## src/rtl/dwsr_pkg.sv

```systemverilog
// Package with types, constants and helpers shared by the route finder modules.
`timescale 1ns / 1ps
package dwsr_pkg;

  localparam int MAX_NODES   = 16;
  localparam int MAX_EDGES   = 32;
  localparam int WEIGHT_BITS = 16;
  localparam int TOTAL_BITS  = 24;
  localparam int NODE_BITS   = 4;
  localparam int EDGE_IDX_BITS = $clog2(MAX_EDGES);
  localparam int EDGE_CNT_BITS = $clog2(MAX_EDGES + 1);
  localparam int OCC_BITS    = $clog2(MAX_NODES + 1);

  localparam logic [1:0] CMD_ADD   = 2'd0;
  localparam logic [1:0] CMD_QUERY = 2'd1;
  localparam logic [1:0] CMD_CLEAR = 2'd2;

  localparam logic [1:0] ST_OK   = 2'd0;
  localparam logic [1:0] ST_FULL = 2'd1;
  localparam logic [1:0] ST_BAD  = 2'd2;

  localparam logic [3:0] NODE_COUNT_RESET = 4'd8;
  localparam logic [TOTAL_BITS-1:0] TOTAL_MAX = {TOTAL_BITS{1'b1}};

  typedef struct packed {
    logic [1:0]  command;
    logic [3:0]  end_a;
    logic [3:0]  end_b;
    logic        air_present;
    logic [15:0] air_time;
    logic [15:0] air_cost;
    logic        road_present;
    logic [15:0] road_time;
    logic [15:0] road_cost;
    logic [3:0]  source;
    logic [3:0]  destination;
    logic        mode;
  } in_item_t;

  typedef struct packed {
    logic [1:0]  status;
    logic        reachable;
    logic [23:0] primary_total;
    logic [23:0] secondary_total;
    logic [3:0]  path_node;
    logic        last;
  } result_t;

  typedef struct packed {
    logic [NODE_BITS-1:0]   end_a;
    logic [NODE_BITS-1:0]   end_b;
    logic                   air_present;
    logic                   road_present;
    logic [WEIGHT_BITS-1:0] air_time;
    logic [WEIGHT_BITS-1:0] air_cost;
    logic [WEIGHT_BITS-1:0] road_time;
    logic [WEIGHT_BITS-1:0] road_cost;
  } edge_t;

  typedef enum logic [3:0] {
    S_IDLE, S_ADD, S_CLEAR, S_QCHK, S_QINIT, S_POP, S_LOADU, S_EREAD,
    S_EEVAL, S_RELAX, S_FIN, S_WALK, S_RDDST, S_EMIT
  } state_t;

  typedef struct packed {
    logic capture;
    logic add;
    logic clear;
    logic emit_none;
    logic init;
    logic pop;
    logic load_u;
    logic eread;
    logic eval;
    logic relax;
    logic walk_init;
    logic walk;
    logic rd_dst;
    logic emit_path;
  } dp_cmd_t;

  typedef struct packed {
    logic q_bad;
    logic fifo_empty;
    logic no_edges;
    logic edge_last;
    logic dst_reached;
    logic walk_done;
    logic emit_last;
  } dp_status_t;

  function automatic logic [TOTAL_BITS-1:0] sat_add(input logic [TOTAL_BITS-1:0] a,
                                                    input logic [TOTAL_BITS-1:0] b);
    logic [TOTAL_BITS:0] s;
    s = {1'b0, a} + {1'b0, b};
    return s[TOTAL_BITS] ? TOTAL_MAX : s[TOTAL_BITS-1:0];
  endfunction

endpackage

```

## src/rtl/dual_weight_spfa_route_finder_unit.sv

```systemverilog
// Add and clear pass through the S_ADD or S_CLEAR state, and the result strobe is registered
// from that state; a new item is accepted only while busy is low, not while one is in flight.
// A query pops each work queue node (S_POP, S_LOADU), reads, evaluates and relaxes each of
// its stored edges, then walks the path, reads the totals and emits one result per path node.
// Results cannot be stalled; busy falls in the cycle that carries the last result.
// Reset clears the edge count, the work queue and its flags, and sets node_count to 8.
`timescale 1ns / 1ps
module dual_weight_spfa_route_finder_unit (
  input  logic               clk,
  input  logic               rst,
  input  logic               start,
  output logic               busy,
  input  dwsr_pkg::in_item_t item,
  input  logic               wr_en,
  input  logic [3:0]         wr_data,
  output logic               result_valid,
  output dwsr_pkg::result_t  result
);

  dwsr_pkg::dp_cmd_t    cmd;
  dwsr_pkg::dp_status_t stat;

  dwsr_ctrl u_ctrl (
    .clk     (clk),
    .rst     (rst),
    .start   (start),
    .command (item.command),
    .stat    (stat),
    .cmd     (cmd),
    .busy    (busy)
  );

  dwsr_datapath u_dp (
    .clk          (clk),
    .rst          (rst),
    .item         (item),
    .wr_en        (wr_en),
    .wr_data      (wr_data),
    .cmd          (cmd),
    .stat         (stat),
    .result_valid (result_valid),
    .result       (result)
  );

endmodule

```

## src/rtl/dwsr_ctrl.sv

```systemverilog
// Controller state machine that sequences edge loads and route searches.
`timescale 1ns / 1ps
module dwsr_ctrl (
  input  logic                 clk,
  input  logic                 rst,
  input  logic                 start,
  input  logic [1:0]           command,
  input  dwsr_pkg::dp_status_t stat,
  output dwsr_pkg::dp_cmd_t    cmd,
  output logic                 busy
);

  dwsr_pkg::state_t state, state_next;

  always_ff @(posedge clk) begin
    if (rst) begin
      state <= dwsr_pkg::S_IDLE;
    end else begin
      state <= state_next;
    end
  end

  always_comb begin
    state_next = state;
    case (state)
      dwsr_pkg::S_IDLE: begin
        if (start) begin
          case (command)
            dwsr_pkg::CMD_ADD:   state_next = dwsr_pkg::S_ADD;
            dwsr_pkg::CMD_QUERY: state_next = dwsr_pkg::S_QCHK;
            dwsr_pkg::CMD_CLEAR: state_next = dwsr_pkg::S_CLEAR;
            default:             state_next = dwsr_pkg::S_IDLE;
          endcase
        end
      end
      dwsr_pkg::S_ADD:   state_next = dwsr_pkg::S_IDLE;
      dwsr_pkg::S_CLEAR: state_next = dwsr_pkg::S_IDLE;
      dwsr_pkg::S_QCHK:  state_next = stat.q_bad ? dwsr_pkg::S_IDLE : dwsr_pkg::S_QINIT;
      dwsr_pkg::S_QINIT: state_next = dwsr_pkg::S_POP;
      dwsr_pkg::S_POP:   state_next = stat.fifo_empty ? dwsr_pkg::S_FIN : dwsr_pkg::S_LOADU;
      dwsr_pkg::S_LOADU: state_next = stat.no_edges ? dwsr_pkg::S_POP : dwsr_pkg::S_EREAD;
      dwsr_pkg::S_EREAD: state_next = dwsr_pkg::S_EEVAL;
      dwsr_pkg::S_EEVAL: state_next = dwsr_pkg::S_RELAX;
      dwsr_pkg::S_RELAX: state_next = stat.edge_last ? dwsr_pkg::S_POP : dwsr_pkg::S_EREAD;
      dwsr_pkg::S_FIN:   state_next = stat.dst_reached ? dwsr_pkg::S_WALK : dwsr_pkg::S_IDLE;
      dwsr_pkg::S_WALK:  state_next = stat.walk_done ? dwsr_pkg::S_RDDST : dwsr_pkg::S_WALK;
      dwsr_pkg::S_RDDST: state_next = dwsr_pkg::S_EMIT;
      dwsr_pkg::S_EMIT:  state_next = stat.emit_last ? dwsr_pkg::S_IDLE : dwsr_pkg::S_EMIT;
      default:           state_next = dwsr_pkg::S_IDLE;
    endcase
  end

  always_comb begin
    cmd = '0;
    case (state)
      dwsr_pkg::S_IDLE:  cmd.capture = start;
      dwsr_pkg::S_ADD:   cmd.add = 1'b1;
      dwsr_pkg::S_CLEAR: cmd.clear = 1'b1;
      dwsr_pkg::S_QCHK:  cmd.emit_none = stat.q_bad;
      dwsr_pkg::S_QINIT: cmd.init = 1'b1;
      dwsr_pkg::S_POP:   cmd.pop = !stat.fifo_empty;
      dwsr_pkg::S_LOADU: cmd.load_u = 1'b1;
      dwsr_pkg::S_EREAD: cmd.eread = 1'b1;
      dwsr_pkg::S_EEVAL: cmd.eval = 1'b1;
      dwsr_pkg::S_RELAX: cmd.relax = 1'b1;
      dwsr_pkg::S_FIN: begin
        cmd.emit_none = !stat.dst_reached;
        cmd.walk_init = stat.dst_reached;
      end
      dwsr_pkg::S_WALK:  cmd.walk = 1'b1;
      dwsr_pkg::S_RDDST: cmd.rd_dst = 1'b1;
      dwsr_pkg::S_EMIT:  cmd.emit_path = 1'b1;
      default:           cmd = '0;
    endcase
  end

  assign busy = (state != dwsr_pkg::S_IDLE);

endmodule

```

## src/rtl/dwsr_datapath.sv

```systemverilog
// Datapath with edge table, distance memory, work queue, path walk and result register.
`timescale 1ns / 1ps
module dwsr_datapath (
  input  logic                 clk,
  input  logic                 rst,
  input  dwsr_pkg::in_item_t   item,
  input  logic                 wr_en,
  input  logic [3:0]           wr_data,
  input  dwsr_pkg::dp_cmd_t    cmd,
  output dwsr_pkg::dp_status_t stat,
  output logic                 result_valid,
  output dwsr_pkg::result_t    result
);

  localparam int NB = dwsr_pkg::NODE_BITS;
  localparam int TB = dwsr_pkg::TOTAL_BITS;
  localparam int WB = dwsr_pkg::WEIGHT_BITS;
  localparam int MN = dwsr_pkg::MAX_NODES;

  logic [3:0] node_count;
  dwsr_pkg::in_item_t item_q;
  logic [dwsr_pkg::EDGE_CNT_BITS-1:0] edge_total;
  logic [dwsr_pkg::EDGE_CNT_BITS-1:0] e;
  dwsr_pkg::edge_t edge_mem [dwsr_pkg::MAX_EDGES];
  dwsr_pkg::edge_t edge_q;
  logic [TB-1:0] pdist [MN];
  logic [TB-1:0] sdist [MN];
  logic [TB-1:0] pd_rd, sd_rd;
  logic [NB-1:0] parent [MN];
  logic [NB-1:0] fifo [MN];
  logic [NB-1:0] path_buf [MN];
  logic [MN-1:0] reached, queued;
  logic [NB-1:0] head, tail, u, v_q, walk_node;
  logic [dwsr_pkg::OCC_BITS-1:0] occ;
  logic [NB:0] path_n;
  logic [TB-1:0] du, su;
  logic [WB-1:0] w_q, x_q;
  logic ok_q;

  logic [3:0] cnt;
  logic add_bad, add_full;
  logic q_bad;
  logic hit;
  logic [NB-1:0] v;
  logic [WB-1:0] ap_v, as_v, rp_v, rs_v, w, x;
  logic ok;
  logic rd_en;
  logic [NB-1:0] rd_addr;
  logic dw_en;
  logic [NB-1:0] dw_addr;
  logic [TB-1:0] dw_p, dw_s;
  logic [TB-1:0] cand;
  logic better, upd;
  dwsr_pkg::result_t result_next;

  assign cnt = node_count;

  always_ff @(posedge clk) begin
    if (rst) begin
      node_count <= dwsr_pkg::NODE_COUNT_RESET;
    end else if (wr_en) begin
      node_count <= wr_data;
    end
  end

  always_ff @(posedge clk) begin
    if (cmd.capture) begin
      item_q <= item;
    end
  end

  assign add_bad = (item_q.end_a == '0) || (item_q.end_b == '0) || (item_q.end_a > cnt) ||
                   (item_q.end_b > cnt) || (item_q.end_a == item_q.end_b) ||
                   !(item_q.air_present || item_q.road_present);
  assign add_full = (edge_total == dwsr_pkg::EDGE_CNT_BITS'(dwsr_pkg::MAX_EDGES));
  assign q_bad = (item_q.source == '0) || (item_q.destination == '0) ||
                 (item_q.source > cnt) || (item_q.destination > cnt);

  always_ff @(posedge clk) begin
    if (cmd.add && !add_bad && !add_full) begin
      edge_mem[edge_total[dwsr_pkg::EDGE_IDX_BITS-1:0]] <= '{
        end_a: item_q.end_a, end_b: item_q.end_b,
        air_present: item_q.air_present, road_present: item_q.road_present,
        air_time: item_q.air_time[WB-1:0], air_cost: item_q.air_cost[WB-1:0],
        road_time: item_q.road_time[WB-1:0], road_cost: item_q.road_cost[WB-1:0]};
    end
    if (cmd.eread) begin
      edge_q <= edge_mem[e[dwsr_pkg::EDGE_IDX_BITS-1:0]];
    end
  end

  always_ff @(posedge clk) begin
    if (rst) begin
      edge_total <= '0;
    end else if (cmd.clear) begin
      edge_total <= '0;
    end else if (cmd.add && !add_bad && !add_full) begin
      edge_total <= edge_total + 1'b1;
    end
  end

  always_comb begin
    hit = 1'b1;
    v = edge_q.end_b;
    if (edge_q.end_a == u) begin
      v = edge_q.end_b;
    end else if (edge_q.end_b == u) begin
      v = edge_q.end_a;
    end else begin
      hit = 1'b0;
    end
    ap_v = item_q.mode ? edge_q.air_cost : edge_q.air_time;
    as_v = item_q.mode ? edge_q.air_time : edge_q.air_cost;
    rp_v = item_q.mode ? edge_q.road_cost : edge_q.road_time;
    rs_v = item_q.mode ? edge_q.road_time : edge_q.road_cost;
    if (edge_q.air_present && edge_q.road_present) begin
      w = (rp_v < ap_v) ? rp_v : ap_v;
      x = (rs_v > as_v) ? rs_v : as_v;
    end else if (edge_q.air_present) begin
      w = ap_v;
      x = as_v;
    end else begin
      w = rp_v;
      x = rs_v;
    end
    ok = hit && (v != '0) && (v <= cnt) && (edge_q.air_present || edge_q.road_present);
  end

  always_ff @(posedge clk) begin
    if (cmd.eval) begin
      v_q <= v;
      w_q <= w;
      x_q <= x;
      ok_q <= ok;
    end
  end

  always_comb begin
    rd_en = cmd.pop || cmd.eval || cmd.rd_dst;
    rd_addr = item_q.destination;
    if (cmd.pop) begin
      rd_addr = fifo[head];
    end else if (cmd.eval) begin
      rd_addr = v;
    end
  end

  always_ff @(posedge clk) begin
    if (rd_en) begin
      pd_rd <= pdist[rd_addr];
      sd_rd <= sdist[rd_addr];
    end
  end

  assign cand = dwsr_pkg::sat_add(du, TB'(w_q));
  assign better = !reached[v_q] || (pd_rd > cand);
  assign upd = cmd.relax && ok_q && better;

  always_comb begin
    dw_en = cmd.init || upd;
    dw_addr = cmd.init ? item_q.source : v_q;
    dw_p = cmd.init ? '0 : cand;
    dw_s = cmd.init ? '0 : dwsr_pkg::sat_add(su, TB'(x_q));
  end

  always_ff @(posedge clk) begin
    if (dw_en) begin
      pdist[dw_addr] <= dw_p;
      sdist[dw_addr] <= dw_s;
      parent[dw_addr] <= cmd.init ? '0 : u;
    end
    if (cmd.init) begin
      fifo[0] <= item_q.source;
    end else if (upd && !queued[v_q] && (occ < dwsr_pkg::OCC_BITS'(MN))) begin
      fifo[tail] <= v_q;
    end
  end

  always_ff @(posedge clk) begin
    if (rst) begin
      reached <= '0;
      queued <= '0;
      head <= '0;
      tail <= '0;
      occ <= '0;
    end else if (cmd.init) begin
      reached <= MN'(1) << item_q.source;
      queued <= MN'(1) << item_q.source;
      head <= '0;
      tail <= NB'(1);
      occ <= dwsr_pkg::OCC_BITS'(1);
    end else if (cmd.pop) begin
      head <= head + 1'b1;
      occ <= occ - 1'b1;
      queued[fifo[head]] <= 1'b0;
    end else if (upd) begin
      reached[v_q] <= 1'b1;
      if (!queued[v_q] && (occ < dwsr_pkg::OCC_BITS'(MN))) begin
        queued[v_q] <= 1'b1;
        tail <= tail + 1'b1;
        occ <= occ + 1'b1;
      end
    end
  end

  always_ff @(posedge clk) begin
    if (cmd.pop) begin
      u <= fifo[head];
    end
    if (cmd.load_u) begin
      du <= pd_rd;
      su <= sd_rd;
      e <= '0;
    end else if (cmd.relax) begin
      e <= e + 1'b1;
    end
  end

  always_ff @(posedge clk) begin
    if (cmd.walk_init) begin
      walk_node <= item_q.destination;
      path_n <= '0;
    end else if (cmd.walk) begin
      path_buf[path_n[NB-1:0]] <= walk_node;
      path_n <= path_n + 1'b1;
      walk_node <= parent[walk_node];
    end else if (cmd.emit_path) begin
      path_n <= path_n - 1'b1;
    end
  end

  assign stat.q_bad = q_bad;
  assign stat.fifo_empty = (occ == '0);
  assign stat.no_edges = (edge_total == '0);
  assign stat.edge_last = ((e + 1'b1) >= edge_total);
  assign stat.dst_reached = reached[item_q.destination];
  assign stat.walk_done = (walk_node == item_q.source) || ((path_n + 1'b1) >= {1'b0, cnt});
  assign stat.emit_last = (path_n == (NB+1)'(1));

  always_ff @(posedge clk) begin
    if (rst) begin
      result_valid <= 1'b0;
    end else begin
      result_valid <= cmd.add || cmd.clear || cmd.emit_none || cmd.emit_path;
    end
  end

  always_comb begin
    result_next = '0;
    result_next.last = 1'b1;
    if (cmd.add) begin
      result_next.status = add_bad ? dwsr_pkg::ST_BAD :
                           (add_full ? dwsr_pkg::ST_FULL : dwsr_pkg::ST_OK);
    end else if (cmd.emit_path) begin
      result_next.reachable = 1'b1;
      result_next.primary_total = 24'(pd_rd);
      result_next.secondary_total = 24'(sd_rd);
      result_next.path_node = path_buf[path_n[NB-1:0] - 1'b1];
      result_next.last = (path_n == (NB+1)'(1));
    end
  end

  always_ff @(posedge clk) begin
    result <= result_next;
  end

endmodule
```

## config.mk

```make
export PLATFORM = sky130hd
export DESIGN_NAME = dual_weight_spfa_route_finder_unit
export DESIGN_NICKNAME = d
export VERILOG_FILES = /design/src/rtl/dwsr_pkg.sv /design/src/rtl/dual_weight_spfa_route_finder_unit.sv /design/src/rtl/dwsr_ctrl.sv /design/src/rtl/dwsr_datapath.sv
export SDC_FILE = /design/constraint.sdc
export NUM_CORES = 2
export LEC_CHECK = 0
export BUFFER_PORTS_ARGS = -buffer_cell sky130_fd_sc_hd__buf_2
export CAP_MARGIN = 5
export CORE_MARGIN = 2
export CORE_UTILIZATION = 30
export CTS_BUF_LIST = sky130_fd_sc_hd__clkbuf_8
export DETAILED_ROUTE_END_ITERATION = 8
export PLACE_DENSITY = 0.47
export SLEW_MARGIN = 20
export SYNTH_ARGS = -nofsm -noshare
export SYNTH_HDL_FRONTEND = slang
export SYNTH_SLANG_ARGS = --single-unit
```

## constraint.sdc

```tcl
create_clock -name clk -period 16.4 [get_ports clk]
set_clock_uncertainty 0.1 [all_clocks]
set_input_delay 3.28 -clock clk [delete_from_list [all_inputs] [get_ports clk]]
set_output_delay 3.28 -clock clk [all_outputs]
set_load 0.02 [all_outputs]
```

==> flow_summary.yaml <==
floorplanning:
  core_mm2: 0.497
  rows: 259
  die_height_um: 710
  die_area_mm2: 0.504
  io_pins: 151
  die_w_um: 710
  start_util_pct: 30.1
timing:
  worst_slew_pin_slew_ns: 1.14
  final_max_slew_viol_count: 0
  slew_headroom_pct: 24.1
  finalWorstSetupSlack_ns: 9.27
  setup_viol: 0
  finalCritPeriodShare_pct: 43.5
  grt_setup_unrepaired: "no"
  fin_tns_setup_ns: 0
  period_minus_slack_ns: 7.13
  hold_viol: 0
  max_freq_ghz: 0.140
run_status:
  run_status: "finished with violations"
  violations: "DRC"
synthesis:
  synth_top_area_cell: "edfxtp_1"
  synth_xor_area_share_pct: 0.363
  synth_compound_area_share_pct: 5.09
  ys_types: 69
  synthFlopType: "edfxtp_1"
  synth-simple-area-share_pct: 2.61
  synth_edf_count: 3626
  ys_ff_latch: 3761
  syn_inst: 7570
  synth-adder-area-share_pct: 1.17
  yosys_warnings: 0
  muxShareOfSynthArea_pct: 14.5
  syn_nets: 7801
  synth_top_cell_area_share_pct: 72.8
  synth_area_per_cell_um2: 19.8
  synth_area_leaders: "edfxtp_1 (73%), mux4_2 (12%), dfxtp_1 (1.8%)"
  async_flop_share_pct: 0
  netlist_top_cells_count: "edfxtp_1 (3,626), mux4_2 (816), clkbuf_1 (353), o211ai_1 (293), nand2_1 (241)"
  yosysSeqAreaShare_pct: 74.6
  yosysMostFrequentCell: "edfxtp_1"
  synth_area_mm2: 0.150
  synth_top_family_by_area: "multiplexers"
clock_network:
  cts_inserted_buffers: 639
  cts_resized: 0
  post_cts_buffers: 0
  h-tree-depth: 6
  root_buffer: "clkbuf_8"
  clock_latency_ns: 1.25
  clockBufferDepth: 4
  holdBufCountCts: 0
  tritoncts: "built"
  path_clk_slew_ns: 0.06
  clock-sinks: 3761
grt:
  antenna_found_initial: 29
  grt_usage_pct: 17.1
  grt_max_degree: 184
  grt_pass1_wl_um: 622000
  grt_pass1_vias: 81200
  grt-ovfl-total: 0
pwr:
  max-vdd-ir-drop_mv: 0.0897
  leakagePower_nw: 53.7
  power.density_mw_per_mm2: 109
detailed_routing:
  vias_per_cell: 5.13
  post-route-drc-count: 22
  drtIter0Drc: 7508
  first_pass_iters: 8
  route.antenna.remaining_nets: 0
  via_count: 78300
  wl_per_cell_um: 28.8
  drt-total-wl_um: 441000
layout:
  nNetsFinal: 8366
  area_growth_syn_to_layout_pct: 14.3
  drive_gt1_share_pct: 25.0
setup_path:
  end_kind: "register"
  cp.arrival_ns: 7.80
  crit_fanout: 52
  required_ns: 17.08
  crit_type: "register to register"
  startpoint_type: "register"
placement:
  gp_congestion: 0.807
  portBuffers: 150
  hpwl_um: 244000
  dpl_worst_slack_ns: 9.12
job:
  maxCapViolCount: 0
min_path:
  hp-class: "register to register"
[registers in the layout (all words and copies together) (netlist names), 56 cells and up, named ones only]
register	count
u_dp.edge_mem	2368
u_dp.parent	64
u_dp.pdist	384
u_dp.sdist	384
u_dp.fifo	64
u_dp.path_buf	64
u_dp.edge_q	74
u_dp.result	56
u_dp.item_q	83
[power by group]
group          internal [mW]  switching [mW]
registers               10.5          0.0790
clock network           3.81            3.87
logic                  0.134           0.276
[cells by family after synthesis]
logic type | after synthesis
flip-flops | 3761
AO/OA/AOI/OAI | 1016
adder cells (fa/ha/maj) | 138
AND/OR/NAND/NOR | 815
XOR/XNOR | 62
multiplexers | 1131
buffers and inverters | 647
[cell usage in the layout, fill, tap and decap left out, types with 35 or more instances in the layout]
cell	instances
clkinv_1	152
nor3_1	39
mux2_2	97
a41oi_1	50
mux2i_1	218
buf_4	194
a221o_1	49
nor2_4	41
buf_8	35
o21ai_0	44
o21a_1	39
nand4_1	66
dfxtp_1	130
a311oi_1	53
buf_2	150
ha_1	135
o21ai_1	50
a22oi_1	49
inv_1	400
nand2_1	237
clkbuf_8	643
nor2_1	137
a21oi_1	90
a211oi_1	53
nand3_1	85
and2_1	68
a2bb2oi_1	49
o211ai_1	293
mux4_2	816
edfxtp_1	3626
a32o_1	48
[metal layers]
layer,routed length [um],vias up,GRT usage [%]
met2,216000,2632,28.6
met5,69,-,0
met4,10900,10,4.44
li1,-,32800,-
met1,190000,42200,23.2
met3,23700,711,2.64
[stage by stage]
stage,total power [mW],hold WS (ns),util [%],area (um^2),std cells
6_report,18.7,0.360,34.4,171000,15300
5_1_grt,19.4,0.375,34.4,171000,15300
4_1_cts,19.0,0.364,34.3,170000,15200
3_5_place_dp,11.2,0.344,32.0,159000,14100
3_3_place_gp,11.2,0.346,32.0,159000,14100
2_1_floorplan,11.0,0.317,-,150000,7570
[worst paths after layout]
check	from	to	slack, ns	cells past startpoint
hold / removal	u_dp.sd_rd[12]$_DFFE_PP_	u_dp.su[12]$_DFFE_PP_	0.36	0
hold reg to reg	u_dp.sd_rd[12]$_DFFE_PP_	u_dp.su[12]$_DFFE_PP_	0.36	0
setup reg to reg	u_dp.w_q[0]$_DFFE_PP_	u_dp.pdist[9][16]$_DFFE_PP_	9.27	18
setup / recovery	u_dp.w_q[0]$_DFFE_PP_	u_dp.pdist[9][16]$_DFFE_PP_	9.27	18
[critical path, cell delays in order, from the launching register on]
cell and delay (ns):
edfxtp_1 0.38, ha_1 0.24, fa_1 0.43, a211oi_1 0.35, o21bai_1 0.18, o211ai_1 0.23, a21boi_0 0.17, a31oi_1 0.82
nor2_2 0.34, a31oi_1 0.32, ha_1 0.29, and3_1 0.19, nand4_1 0.14, nor3_1 0.09, o21ai_0 0.72, or2_2 0.31
a31oi_1 0.34, nor2_4 0.21, buf_4 0.79
[cell type report]
class	instances	area, um^2
Sequential cell	3761	112000
Antenna cell	4	10.0
Multi-Input combinational cell	3162	36000
Clock buffer	643	8850
Inverter	173	649
Clock inverter	480	2470
Timing Repair Buffer	398	3120
Tap cell	6655	8330
Fill cell	46800	326000
Note: power is estimated with default switching activity, not from simulation.
